## config.mk

```make
export PLATFORM = sky130hd
export DESIGN_NAME = bmp_pixel_stream_unpacker_unit
export DESIGN_NICKNAME = d
export VERILOG_FILES = /design/src/design/bmpunpk_pkg.sv /design/src/design/bmp_pixel_stream_unpacker_unit.sv
export SDC_FILE = /design/constraint.sdc
export NUM_CORES = 2
export LEC_CHECK = 0
export BUFFER_PORTS_ARGS = -buffer_cell sky130_fd_sc_hd__buf_2
export CAP_MARGIN = 15
export CORE_MARGIN = 10
export CORE_UTILIZATION = 28
export DETAILED_ROUTE_END_ITERATION = 8
export HOLD_SLACK_MARGIN = 0.15
export PLACE_DENSITY = 0.42
export SLEW_MARGIN = 25
export SYNTH_ARGS = -nofsm -noshare
export SYNTH_HDL_FRONTEND = slang
export SYNTH_SLANG_ARGS = --single-unit
export TNS_END_PERCENT = 5
```

## constraint.sdc

```tcl
create_clock -name clk -period 6.8 [get_ports clk]
set_input_delay 0.34 -clock clk [delete_from_list [all_inputs] [get_ports clk]]
set_output_delay 0.34 -clock clk [all_outputs]
set_load 0.02 [all_outputs]
```

## src/design/bmpunpk_pkg.sv

```systemverilog
// shared types and constants for the bmp pixel stream unpacker
`default_nettype none

package bmpunpk_pkg;

	localparam int DEFAULT_MAX_WIDTH  = 4096;
	localparam int DEFAULT_MAX_HEIGHT = 4096;

	localparam logic [15:0] BMP_SIGNATURE    = 16'h4D42;
	localparam logic [15:0] DEPTH_24         = 16'd24;
	localparam logic [15:0] DEPTH_32         = 16'd32;
	localparam logic [31:0] HEADER_LAST_POS  = 32'd53;
	localparam logic [31:0] MIN_PIXEL_OFFSET = 32'd54;
	localparam logic [7:0]  ALPHA_OPAQUE     = 8'hFF;

	localparam int RESULT_FIFO_DEPTH = 8;
	localparam int RESULT_PTR_W      = $clog2(RESULT_FIFO_DEPTH);
	localparam int RESULT_CNT_W      = $clog2(RESULT_FIFO_DEPTH + 1);

	typedef enum logic [1:0] {
		PH_IDLE   = 2'd0,
		PH_HEADER = 2'd1,
		PH_DATA   = 2'd2
	} phase_t;

	typedef enum logic [1:0] {
		KIND_PIXEL  = 2'd0,
		KIND_HEADER = 2'd1,
		KIND_ERROR  = 2'd2
	} kind_t;

	typedef enum logic [2:0] {
		ERR_SIGNATURE = 3'd0,
		ERR_DEPTH     = 3'd1,
		ERR_SIZE      = 3'd2,
		ERR_TOO_LARGE = 3'd3,
		ERR_OFFSET    = 3'd4,
		ERR_TRUNCATED = 3'd5
	} err_t;

	typedef struct packed {
		kind_t       kind;
		err_t        error_code;
		logic [11:0] row;
		logic [11:0] column;
		logic [7:0]  chan_first;
		logic [7:0]  chan_second;
		logic [7:0]  chan_third;
		logic [7:0]  alpha;
		logic [12:0] image_width;
		logic [12:0] image_height;
		logic        last_pixel;
	} result_t;

endpackage

`default_nettype wire

```

## src/design/bmp_pixel_stream_unpacker_unit.sv

```systemverilog
// bmp pixel stream unpacker: header parse and check, pixel unpacking, result queue
`default_nettype none

// Takes a 24- or 32-bit uncompressed bitmap file one byte per item (tuser marks the
// first byte, tlast the final byte) and produces a header result, then one result per
// pixel with its destination row and column, or an error result. One byte is taken
// every clock cycle while the queue has room: each byte is registered, decoded and its
// results (at most two) are written into an eight-entry result queue. Input stalls only
// when that queue lacks room for two results of the byte in flight, if any, and two of
// the next, i.e. when the downstream side holds off. Results are offered from the queue.
module bmp_pixel_stream_unpacker_unit
	import bmpunpk_pkg::*;
#(
	parameter int MAX_WIDTH  = DEFAULT_MAX_WIDTH,
	parameter int MAX_HEIGHT = DEFAULT_MAX_HEIGHT
) (
	input  wire logic        clk,
	input  wire logic        arst_n,
	input  wire logic        s_axis_tvalid,
	output logic             s_axis_tready,
	input  wire logic [7:0]  s_axis_tdata,  // [7:0] data_byte
	input  wire logic        s_axis_tuser,  // [0] first_byte
	input  wire logic        s_axis_tlast,  // last_byte
	output logic             m_axis_tvalid,
	input  wire logic        m_axis_tready,
	// [2:0] error_code, [14:3] row, [26:15] column, [34:27] chan_first,
	// [42:35] chan_second, [50:43] chan_third, [58:51] alpha,
	// [71:59] image_width, [84:72] image_height, [87:85] zero
	output logic [87:0]      m_axis_tdata,
	output logic [1:0]       m_axis_tuser,  // [1:0] kind
	output logic             m_axis_tlast   // last_pixel
);

	localparam int WB = $clog2(MAX_WIDTH + 1);
	localparam int HB = $clog2(MAX_HEIGHT + 1);
	localparam int RB = WB + 2;

	// input stage
	logic       valid_s1;
	logic [7:0] byte_s1;
	logic       first_s1;
	logic       last_s1;

	// parser state
	phase_t      phase_q, phase_d;
	logic [31:0] pos_q, pos_d;
	logic [WB-1:0] col_q, col_d;
	logic [HB-1:0] row_q, row_d;
	logic [1:0]  bip_q, bip_d;
	logic [RB-1:0] rbc_q, rbc_d;
	logic [23:0] pix_q, pix_d;

	// captured header fields
	logic [15:0] sig_q;
	logic [31:0] offset_q;
	logic [31:0] rwid_q;
	logic [31:0] rhgt_q;
	logic [15:0] depth_q;

	// geometry fixed at header acceptance
	logic          is32_q;
	logic          neg_q;
	logic [WB-1:0] w_m1_q;
	logic [HB-1:0] h_m1_q;
	logic [RB-1:0] row_bytes_q;
	logic [RB-1:0] stride_q;

	// result queue
	result_t                 fifo_q [RESULT_FIFO_DEPTH];
	logic [RESULT_PTR_W-1:0] wr_ptr_q, rd_ptr_q;
	logic [RESULT_CNT_W-1:0] count_q;

	phase_t      ph_cur;
	logic [31:0] p;
	logic [31:0] habs;
	logic        chk_ok;
	err_t        chk_code;
	logic        cap_en;
	logic        load_geom;
	logic        fin;
	logic [1:0]  bpp_last;
	logic [RB-1:0] w3;
	logic [RB-1:0] rbc_inc;
	logic [HB-1:0] row_val;
	logic [HB+11:0] row_ext;
	logic [WB+11:0] col_ext;
	result_t     res0, res1;
	logic        res0_v, res1_v;
	logic        in_fire, out_fire;
	logic [RESULT_CNT_W:0] room_need;
	result_t     head;

	assign in_fire  = s_axis_tvalid && s_axis_tready;
	assign out_fire = m_axis_tvalid && m_axis_tready;

	// keep room for both possible results of the byte in flight and of the next one
	assign room_need     = {1'b0, count_q} + (valid_s1 ? (RESULT_CNT_W+1)'(2) : '0);
	assign s_axis_tready = room_need <= (RESULT_CNT_W+1)'(RESULT_FIFO_DEPTH - 2);

	always_ff @(posedge clk or negedge arst_n) begin
		if (!arst_n) begin
			valid_s1 <= 1'b0;
		end else begin
			valid_s1 <= in_fire;
		end
	end

	always_ff @(posedge clk) begin
		if (in_fire) begin
			byte_s1  <= s_axis_tdata;
			first_s1 <= s_axis_tuser;
			last_s1  <= s_axis_tlast;
		end
	end

	// a first byte restarts the parser at position zero
	assign ph_cur = first_s1 ? PH_HEADER : phase_q;
	assign p      = first_s1 ? '0 : pos_q;

	assign habs = rhgt_q[31] ? (~rhgt_q + 32'd1) : rhgt_q;

	always_comb begin
		chk_ok   = 1'b0;
		chk_code = ERR_SIGNATURE;
		priority if (sig_q != BMP_SIGNATURE) begin
			chk_code = ERR_SIGNATURE;
		end else if (depth_q != DEPTH_24 && depth_q != DEPTH_32) begin
			chk_code = ERR_DEPTH;
		end else if (rwid_q == '0 || rwid_q[31] || habs == '0) begin
			chk_code = ERR_SIZE;
		end else if (rwid_q > 32'(MAX_WIDTH) || habs > 32'(MAX_HEIGHT)) begin
			chk_code = ERR_TOO_LARGE;
		end else if (offset_q < MIN_PIXEL_OFFSET) begin
			chk_code = ERR_OFFSET;
		end else begin
			chk_ok = 1'b1;
		end
	end

	assign w3       = {rwid_q[WB-1:0], 1'b0} + RB'(rwid_q[WB-1:0]);
	assign bpp_last = is32_q ? 2'd3 : 2'd2;
	assign fin      = (row_q == h_m1_q) && (col_q == w_m1_q);
	assign rbc_inc  = rbc_q + RB'(1);
	assign row_val  = neg_q ? row_q : (h_m1_q - row_q);
	assign row_ext  = {12'b0, row_val};
	assign col_ext  = {12'b0, col_q};

	always_comb begin
		phase_d   = phase_q;
		pos_d     = pos_q;
		col_d     = col_q;
		row_d     = row_q;
		bip_d     = bip_q;
		rbc_d     = rbc_q;
		pix_d     = pix_q;
		cap_en    = 1'b0;
		load_geom = 1'b0;
		res0      = '0;
		res1      = '0;
		res0_v    = 1'b0;
		res1_v    = 1'b0;
		if (valid_s1) begin
			phase_d = ph_cur;
			pos_d   = p;
			if (ph_cur != PH_IDLE) begin
				pos_d = (&p) ? p : p + 32'd1;
				if (ph_cur == PH_HEADER) begin
					cap_en = 1'b1;
					if (p >= HEADER_LAST_POS) begin
						res0_v = 1'b1;
						if (!chk_ok) begin
							res0.kind       = KIND_ERROR;
							res0.error_code = chk_code;
							phase_d         = PH_IDLE;
						end else begin
							res0.kind         = KIND_HEADER;
							res0.image_width  = rwid_q[12:0];
							res0.image_height = habs[12:0];
							load_geom         = 1'b1;
							phase_d           = PH_DATA;
							col_d             = '0;
							row_d             = '0;
							bip_d             = '0;
							rbc_d             = '0;
							pix_d             = '0;
						end
					end
				end else if (p >= offset_q) begin
					if (rbc_q < row_bytes_q) begin
						if (bip_q != bpp_last) begin
							unique case (bip_q)
								2'd0:    pix_d[7:0]   = byte_s1;
								2'd1:    pix_d[15:8]  = byte_s1;
								2'd2:    pix_d[23:16] = byte_s1;
								default: pix_d        = pix_q;
							endcase
							bip_d = bip_q + 2'd1;
						end else begin
							res0_v           = 1'b1;
							res0.kind        = KIND_PIXEL;
							res0.row         = row_ext[11:0];
							res0.column      = col_ext[11:0];
							res0.chan_first  = pix_q[7:0];
							res0.chan_second = pix_q[15:8];
							res0.chan_third  = is32_q ? pix_q[23:16] : byte_s1;
							res0.alpha       = is32_q ? byte_s1 : ALPHA_OPAQUE;
							res0.last_pixel  = fin;
							bip_d            = '0;
							pix_d            = '0;
							col_d            = col_q + WB'(1);
							if (fin) begin
								phase_d = PH_IDLE;
							end
						end
					end
					// row padding ends at the 32-bit stride
					if (rbc_inc == stride_q) begin
						rbc_d = '0;
						col_d = '0;
						row_d = row_q + HB'(1);
					end else begin
						rbc_d = rbc_inc;
					end
				end
				if (last_s1 && phase_d != PH_IDLE) begin
					phase_d = PH_IDLE;
					if (res0_v) begin
						res1_v          = 1'b1;
						res1.kind       = KIND_ERROR;
						res1.error_code = ERR_TRUNCATED;
					end else begin
						res0_v          = 1'b1;
						res0.kind       = KIND_ERROR;
						res0.error_code = ERR_TRUNCATED;
					end
				end
			end
		end
	end

	always_ff @(posedge clk or negedge arst_n) begin
		if (!arst_n) begin
			phase_q <= PH_IDLE;
			pos_q   <= '0;
			col_q   <= '0;
			row_q   <= '0;
			bip_q   <= '0;
			rbc_q   <= '0;
			pix_q   <= '0;
		end else begin
			phase_q <= phase_d;
			pos_q   <= pos_d;
			col_q   <= col_d;
			row_q   <= row_d;
			bip_q   <= bip_d;
			rbc_q   <= rbc_d;
			pix_q   <= pix_d;
		end
	end

	// header fields, little endian, at their fixed byte offsets
	always_ff @(posedge clk) begin
		if (cap_en && p[31:5] == '0) begin
			unique case (p[4:0])
				5'd0:    sig_q[7:0]      <= byte_s1;
				5'd1:    sig_q[15:8]     <= byte_s1;
				5'd10:   offset_q[7:0]   <= byte_s1;
				5'd11:   offset_q[15:8]  <= byte_s1;
				5'd12:   offset_q[23:16] <= byte_s1;
				5'd13:   offset_q[31:24] <= byte_s1;
				5'd18:   rwid_q[7:0]     <= byte_s1;
				5'd19:   rwid_q[15:8]    <= byte_s1;
				5'd20:   rwid_q[23:16]   <= byte_s1;
				5'd21:   rwid_q[31:24]   <= byte_s1;
				5'd22:   rhgt_q[7:0]     <= byte_s1;
				5'd23:   rhgt_q[15:8]    <= byte_s1;
				5'd24:   rhgt_q[23:16]   <= byte_s1;
				5'd25:   rhgt_q[31:24]   <= byte_s1;
				5'd28:   depth_q[7:0]    <= byte_s1;
				5'd29:   depth_q[15:8]   <= byte_s1;
				default: sig_q           <= sig_q;
			endcase
		end
	end

	always_ff @(posedge clk) begin
		if (load_geom) begin
			is32_q <= depth_q[5];
			neg_q  <= rhgt_q[31];
			w_m1_q <= rwid_q[WB-1:0] - WB'(1);
			h_m1_q <= habs[HB-1:0] - HB'(1);
			if (depth_q[5]) begin
				row_bytes_q <= {rwid_q[WB-1:0], 2'b00};
				stride_q    <= {rwid_q[WB-1:0], 2'b00};
			end else begin
				row_bytes_q <= w3;
				stride_q    <= (w3 + RB'(3)) & ~RB'(3);
			end
		end
	end

	// result queue
	always_ff @(posedge clk) begin
		if (res0_v) begin
			fifo_q[wr_ptr_q] <= res0;
		end
		if (res1_v) begin
			fifo_q[wr_ptr_q + RESULT_PTR_W'(1)] <= res1;
		end
	end

	always_ff @(posedge clk or negedge arst_n) begin
		if (!arst_n) begin
			wr_ptr_q <= '0;
			rd_ptr_q <= '0;
			count_q  <= '0;
		end else begin
			wr_ptr_q <= wr_ptr_q + RESULT_PTR_W'(res0_v) + RESULT_PTR_W'(res1_v);
			rd_ptr_q <= rd_ptr_q + RESULT_PTR_W'(out_fire);
			count_q  <= count_q + RESULT_CNT_W'(res0_v) + RESULT_CNT_W'(res1_v)
			            - RESULT_CNT_W'(out_fire);
		end
	end

	assign head          = fifo_q[rd_ptr_q];
	assign m_axis_tvalid = count_q != '0;
	assign m_axis_tuser  = head.kind;
	assign m_axis_tlast  = head.last_pixel;
	assign m_axis_tdata  = {3'b000, head.image_height, head.image_width, head.alpha,
	                        head.chan_third, head.chan_second, head.chan_first,
	                        head.column, head.row, head.error_code};

	a_queue_bound: assert property (@(posedge clk) disable iff (!arst_n)
		count_q <= RESULT_CNT_W'(RESULT_FIFO_DEPTH))
		else $error("result queue overfilled");

	a_ready_room: assert property (@(posedge clk) disable iff (!arst_n)
		s_axis_tready |-> (room_need <= (RESULT_CNT_W+1)'(RESULT_FIFO_DEPTH - 2)))
		else $error("byte taken without room for its results");

	a_second_needs_first: assert property (@(posedge clk) disable iff (!arst_n)
		res1_v |-> (res0_v && res1.kind == KIND_ERROR && res1.error_code == ERR_TRUNCATED))
		else $error("second result without a first one");

	a_pixel_in_data: assert property (@(posedge clk) disable iff (!arst_n)
		(res0_v && res0.kind == KIND_PIXEL) |-> (ph_cur == PH_DATA && valid_s1))
		else $error("pixel produced outside the pixel data");

	a_final_pixel_idles: assert property (@(posedge clk) disable iff (!arst_n)
		(res0_v && res0.kind == KIND_PIXEL && res0.last_pixel) |=> (phase_q == PH_IDLE))
		else $error("parser still busy after the final pixel");

endmodule

`default_nettype wire
```

# Word level (Yosys, flattened, before mapping)

Memory sizes are Yosys's and may differ from the RTL's.
Cells that the tools add are included.

Add/sub/neg operators: 19
$lt $le $gt $ge: 7
Eq/ne operators: 31
Multiplexer cells: 113
Bitwise logic cells: 1
Reductions and logical operators: 45

Operators by type and width:

| operator              | count |
|---|---|
| $mux 56               | 4 |
| $mux 88               | 2 |
| $mux 24               | 6 |
| $mux 13               | 10 |
| $mux 32               | 4 |
| $mux 15               | 7 |
| $mux 26               | 3 |
| $add 32x1->32 const B | 2 |
| $gt 32x13->1 const B  | 2 |
| $logic_not 32->1      | 2 |
| $eq 5x5->1 const B    | 10 |
| $mux 2                | 21 |
| $mux 8                | 5 |
| $mux 1                | 36 |
| $mux 5                | 7 |
| $ge 32x32->1          | 1 |
| $ge 32x6->1 const B   | 1 |
| $lt 32x6->1 const B   | 1 |
| $not 32->32           | 1 |
| $reduce_and 2->1      | 16 |
| $reduce_and 32->1     | 1 |
| $reduce_and 7->1      | 4 |
| $logic_not 27->1      | 1 |
| $add 13x1->13 const B | 2 |
| other kinds (37)      | 67 |

Bits in registers: 308
Bits in writable memories: 704
Input bits: 14
Memories: 1

Memories:

| memory | words | width | rd ports | clocked after memory_dff | wr ports | RTL line                             | RTL |
|---|---|---|---|---|---|---|---|
| fifo_q | 8     | 88    | 1        | 0                        | 2        | bmp_pixel_stream_unpacker_unit.sv:69 | `result_t fifo_q [RESULT_FIFO_DEPTH];` |

# Depth between registers and ports, before layout

Depth in word-level cells: 22
Gate-level depth with buffers: 24
Depth with buffers taken out: 18

# Worst setup path before layout

OpenSTA, ideal clock, no wires.

Path kind: register to register
Start: reg rhgt_q[0]
End: reg h_m1_q[0], enable pin
Library setup time: 473 ps
Arrival: 5689 ps
Data required time: 6327 ps
Setup slack: 638 ps
Cell stages (with the launch flop): 16
Path buffers: 5
Clock period less this slack: 6162 ps
Path through: edfxtp_1 > clkbuf_1 > clkbuf_1 > inv_1 > ha_1 > buf_4 > nor4b_1 > nand4_4 > or2_0 > o31a_1 > a222oi_1 > o2111a_2 > buf_6 > nand4_1 > buf_4 > nor2_1

Longest elaborated chain between the ends: 14
Elaborated cells on any way between the ends: 16

RTL lines:

| element                | RTL line                              | RTL |
|---|---|---|
| from (decl)            | bmp_pixel_stream_unpacker_unit.sv:57  | `logic [31:0] rhgt_q;` |
| from (signal assigned) | bmp_pixel_stream_unpacker_unit.sv:275 | `5'd22: rhgt_q[7:0] <= byte_s1;` |
| $not 32->32            | bmp_pixel_stream_unpacker_unit.sv:120 | `assign habs = rhgt_q[31] ? (~rhgt_q + 32'd1) : rhgt_q;` |
| $add 32x1->32          | bmp_pixel_stream_unpacker_unit.sv:120 |  |
| $mux 32 *              | bmp_pixel_stream_unpacker_unit.sv:120 |  |
| $gt 32x13->1           | bmp_pixel_stream_unpacker_unit.sv:131 | `end else if (rwid_q > 32'(MAX_WIDTH) \|\| habs > 32'(MAX_HEIGHT)) begin` |
| $logic_or 1x1->1       | bmp_pixel_stream_unpacker_unit.sv:131 |  |
| $mux 1                 | bmp_pixel_stream_unpacker_unit.sv:131 |  |
| $mux 1 *               | bmp_pixel_stream_unpacker_unit.sv:129 | `end else if (rwid_q == '0 \|\| rwid_q[31] \|\| habs == '0) begin` |
| $mux 1 *               | bmp_pixel_stream_unpacker_unit.sv:127 | `end else if (depth_q != DEPTH_24 && depth_q != DEPTH_32) begin` |
| $mux 1 *               | bmp_pixel_stream_unpacker_unit.sv:125 | `priority if (sig_q != BMP_SIGNATURE) begin` |
| $mux 1 *               | bmp_pixel_stream_unpacker_unit.sv:171 | `if (!chk_ok) begin` |
| $mux 1 *               | bmp_pixel_stream_unpacker_unit.sv:169 | `if (p >= HEADER_LAST_POS) begin` |
| $mux 1 *               | bmp_pixel_stream_unpacker_unit.sv:167 | `if (ph_cur == PH_HEADER) begin` |
| $mux 1 *               | bmp_pixel_stream_unpacker_unit.sv:165 | `if (ph_cur != PH_IDLE) begin` |
| $mux 1 *               | bmp_pixel_stream_unpacker_unit.sv:162 | `if (valid_s1) begin` |
| via load_geom          | bmp_pixel_stream_unpacker_unit.sv:79  | `logic load_geom;` |
| to (signal assigned)   | bmp_pixel_stream_unpacker_unit.sv:291 | `h_m1_q <= habs[HB-1:0] - HB'(1);` |
| to (decl)              | bmp_pixel_stream_unpacker_unit.sv:64  | `logic [HB-1:0] h_m1_q;` |

Mark *: on every way through the listed nets, which the timed path passes. The rest lies on a longest branch.
A chain may end at the register's enable or synchronous reset.

==> run_summary.xml <==
<?xml version="1.0" encoding="UTF-8"?>
<metrics>
  <group name="outcome">
    <metric name="run_status" unit="">finished, final reports clean</metric>
  </group>
  <group name="worst_setup_path">
    <metric name="crit_required" unit="ns">7.42</metric>
    <metric name="worst-path-stages" unit="">14</metric>
    <metric name="critical_path_cell_by_cell" unit="">inv_1 &gt; ha_1 &gt; or3b_2 &gt; a211oi_1 &gt; buf_4 &gt; nand4_1 &gt; nor4b_4 &gt; nand2_2 &gt; mux2i_4 &gt; nand4_1 &gt; buf_4 &gt; a21oi_4 &gt; buf_4 &gt; a21oi_1</metric>
    <metric name="element_type_at_the_critical_path_end" unit="">flop</metric>
    <metric name="worst-r2r-cell-count" unit="">14</metric>
    <metric name="arrival" unit="ns">5.89</metric>
    <metric name="timing.critical_path.slowest_stage_cell" unit="">a21oi_4</metric>
    <metric name="worstPathMaxFanout" unit="">20</metric>
    <metric name="setup.worst_path.start_class" unit="">flop</metric>
    <metric name="cpMostUsedCell" unit="">buf_4</metric>
    <metric name="criticalPathCategory" unit="">flop to flop</metric>
    <metric name="slowest_delay" unit="ns">0.84</metric>
    <metric name="critical-path-top-delay-family" unit="">simple AND/OR/NAND/NOR gates</metric>
    <metric name="crit_buf_inv" unit="">4</metric>
  </group>
  <group name="grt">
    <metric name="grt_pass1_wl" unit="µm">260000</metric>
    <metric name="grtUsageMet3" unit="%">2.33</metric>
    <metric name="gr-usage-met1" unit="%">24.2</metric>
    <metric name="pin_count_of_the_biggest_net_entering_global_routing" unit="">108</metric>
    <metric name="met2_capacity_usage_during_global_routing" unit="%">29.4</metric>
    <metric name="globalRouteOverflowTotal" unit="">0</metric>
    <metric name="grt_pass1_vias" unit="">38100</metric>
    <metric name="gr-usage-all-layers" unit="%">17.8</metric>
    <metric name="grt_antenna_before_repair" unit="">3</metric>
    <metric name="grt_busiest_layer" unit="">met2</metric>
  </group>
  <group name="synth">
    <metric name="yosysWarnings" unit="">0</metric>
    <metric name="synth_largest_type_area_fraction" unit="%">28.1</metric>
    <metric name="netlist_instances" unit="">5132</metric>
    <metric name="yosysSeqAreaShare" unit="%">47.4</metric>
    <metric name="synth_edf_count" unit="">218</metric>
    <metric name="async_set_or_reset_flop_fraction_in_the_synthesized_netlist" unit="%">11.1</metric>
    <metric name="synth_cell_type_count" unit="">95</metric>
    <metric name="synthMostInstantiatedCell" unit="">nand2_1</metric>
    <metric name="ys_top_cells_by_count" unit="">1180 x nand2_1, 686 x a21oi_1, 680 x dfxtp_1</metric>
    <metric name="synth_flop_cell" unit="">dfxtp_1</metric>
    <metric name="synth.avg_cell_area" unit="µm²">9.44</metric>
    <metric name="synth.cell_area" unit="mm²">0.0484</metric>
    <metric name="yosys_reg_bits" unit="">1010</metric>
    <metric name="netlist.top_cell.by_area" unit="">dfxtp_1</metric>
    <metric name="yosys-top-cells-area" unit="">dfxtp_1 28%, edfxtp_1 14%, nand2_1 9.1%</metric>
  </group>
  <group name="layout">
    <metric name="finalNetCount" unit="">5190</metric>
    <metric name="area.sequential" unit="mm²">0.0230</metric>
    <metric name="fillCellCount" unit="">17600</metric>
    <metric name="multi_input_area" unit="mm²">0.0233</metric>
    <metric name="post_route_cells_drive_above_1_share" unit="%">14.5</metric>
    <metric name="post_layout_inst_area" unit="mm²">0.0553</metric>
    <metric name="area.growth.synth_to_final" unit="%">14.2</metric>
  </group>
  <group name="route">
    <metric name="routed-via-count" unit="">38100</metric>
    <metric name="viasPerCell" unit="">5.10</metric>
    <metric name="ant_nets" unit="">0</metric>
    <metric name="avgRoutedWirePerCell" unit="µm">23.5</metric>
    <metric name="route.detailed.drc" unit="">0</metric>
    <metric name="drt-total-wl" unit="µm">176000</metric>
    <metric name="drt-initial-drc-count" unit="">3315</metric>
    <metric name="drtPass1Iterations" unit="">5</metric>
  </group>
  <group name="timing">
    <metric name="fin_setup_tns" unit="ns">0</metric>
    <metric name="slew-limit-headroom" unit="%">28.7</metric>
    <metric name="setup_repair_after_global_routing_missed_its_margin" unit="">false</metric>
    <metric name="timing.hold.ws" unit="ns">0.326</metric>
    <metric name="maxSlewViolCount" unit="">0</metric>
    <metric name="timing_worst_slew_pin_value" unit="ns">1.07</metric>
    <metric name="timing.final.ws_setup" unit="ns">1.52</metric>
    <metric name="report.final.hold_viol_count" unit="">0</metric>
    <metric name="fin_worst_skew" unit="ns">0.0662</metric>
    <metric name="setup_viol_count_final" unit="">0</metric>
    <metric name="min_period" unit="ns">5.28</metric>
    <metric name="fmaxAchievable" unit="MHz">190</metric>
    <metric name="final_cycle_share" unit="%">77.6</metric>
  </group>
  <group name="clock_network">
    <metric name="cts_max_path_buffers" unit="">3</metric>
    <metric name="cts-resized-gates" unit="">0</metric>
    <metric name="cts_root_buffer" unit="">clkbuf_16</metric>
    <metric name="cts_htree_levels" unit="">3</metric>
    <metric name="worst_skew_pair.late_latency" unit="ns">0.77</metric>
    <metric name="cts_buffers" unit="">119</metric>
    <metric name="clkTransAtPathRegs" unit="ns">0.06</metric>
    <metric name="clock_sink_count" unit="">1010</metric>
    <metric name="clock_tree_from_tritoncts" unit="">built</metric>
  </group>
  <group name="die">
    <metric name="fp.dieH" unit="µm">436</metric>
    <metric name="rows" unit="">152</metric>
    <metric name="io-pin-count" unit="">107</metric>
    <metric name="die_x" unit="µm">436</metric>
    <metric name="floorplan.initialDensity" unit="%">28.2</metric>
    <metric name="floorplan.die_area" unit="mm²">0.190</metric>
    <metric name="core_region_area" unit="mm²">0.172</metric>
  </group>
  <group name="place">
    <metric name="dp.final_hpwl" unit="µm">105000</metric>
    <metric name="portBuffers" unit="">103</metric>
    <metric name="place_area" unit="mm²">0.0513</metric>
    <metric name="routabilityCongestion" unit="">0.797</metric>
    <metric name="detailedPlace.worstSlack" unit="ns">1.51</metric>
  </group>
  <group name="power_and_ir_drop">
    <metric name="power.ir.vdd_worst" unit="mV">0.279</metric>
    <metric name="power" unit="mW">15.1</metric>
    <metric name="static-leakage-power" unit="nW">19.7</metric>
    <metric name="power.density" unit="mW/mm²">274</metric>
  </group>
  <group name="hold_path">
    <metric name="hold_path_depth" unit="">2</metric>
    <metric name="worstHoldPathType" unit="">input port to flop</metric>
  </group>
  <group name="run">
    <metric name="max-cap-violations" unit="">0</metric>
  </group>
</metrics>
power by group:
part	switching (mW)	internal, mW
clock	2.75	3.56
sequential	0.223	6.27
combinational	1.55	0.782
total	4.53	10.6
worst register-to-register path, cell delays in order (launching register included):
cell and delay, ns:
edfxtp_1 0.55, inv_1 0.14, ha_1 0.45, or3b_2 0.49, a211oi_1 0.21, buf_4 0.23
nand4_1 0.20, nor4b_4 0.46, nand2_2 0.16, mux2i_4 0.42, nand4_1 0.15, buf_4 0.25
a21oi_4 0.84, buf_4 0.48, a21oi_1 0.11
logic make-up (layout without fill, tap and decap cells):
| family | Yosys count | count (layout) | share of synthesized area (%) |
|---|---|---|---|
| simple gates | 1996 | 1996 | 18.3 |
| flops | 1010 | 1010 | 47.4 |
| compound gates | 987 | 987 | 11.8 |
| buf+inv | 540 | 568 | 4.99 |
| mux | 351 | 351 | 12.1 |
| xor+xnor | 134 | 134 | 2.45 |
| fa+ha+maj | 113 | 113 | 3.00 |
| other cells | 1 | 5 | 0.00774 |
state kept, by name, summed over array words and instances, names as in the netlist, 2 cells and up:
register / count
depth_q: 16
rbc_q: 15
rhgt_q: 32
byte_s1: 8
col_q: 13
fifo_q: 704
pos_q: 32
bip_q: 2
count_q: 4
offset_q: 32
rwid_q: 32
h_m1_q: 13
rd_ptr_q: 3
pix_q: 24
phase_q: 2
row_q: 13
w_m1_q: 13
sig_q: 16
row_bytes_q: 15
stride_q: 13
wr_ptr_q: 3
cell usage in the layout, fill, tap and decap left out, drive strengths merged, types with 55 or more instances in the layout:
master,n
clkbuf,161
mux2i,74
mux4,176
inv,130
xnor2,87
nor3,55
mux2,101
nand3,265
dfxtp,680
o21ai,86
nand2,1181
ha,108
dfrtp,112
buf,207
edfxtp,218
a21oi,694
nor2,195
what timing repair did:
item	4_1_cts	5_1_grt
hold buffers	15	0
setup buffers	0	0
hold endpoints to repair	79	0
area by class of cell:
cell class	count	area share, %
flip-flops and latches	1010	41.6
diodes	2	0.00905
well taps	2310	5.23
inverters	126	0.855
clock inverters	59	0.916
multi-input cells	3584	42.1
clock buffers	161	5.98
repair buffers	222	3.35
stage by stage:
| step | util (%) | std cells |
|---|---|---|
| 2_1_floorplan | - | 5134 |
| 3_3_place_gp | 29.9 | 7236 |
| 3_5_place_dp | 29.9 | 7237 |
| 4_1_cts | 32.2 | 7472 |
| 5_1_grt | 32.2 | 7472 |
| 6_report | 32.2 | 7474 |
final timing paths:
check                      slack (ns)                          to                 startpoint
min                              0.33        byte_s1[5]$_DFFE_PP_            s_axis_tdata[5]
min reg2reg                      0.45   fifo_q[7][5]$_SDFFE_PP0P_  fifo_q[7][5]$_SDFFE_PP0P_
max                              1.52  fifo_q[6][14]$_SDFFE_PP0P_        rhgt_q[1]$_DFFE_PP_
min in group asynchronous        0.68       pix_q[22]$_DFFE_PN0P_                     arst_n
max in group asynchronous        4.84       row_q[11]$_DFFE_PN0P_                     arst_n
max reg2reg                      1.52  fifo_q[6][14]$_SDFFE_PP0P_        rhgt_q[1]$_DFFE_PP_
layer usage:
metal / part of all wire [%] / vias up
met3: 5.1 / 261
met4: 2.9 / 2
met2: 47 / 1058
met1: 45 / 19000
met5: 0.0074 / -
li1: - / 17800
(Power assumes the default switching activity.)
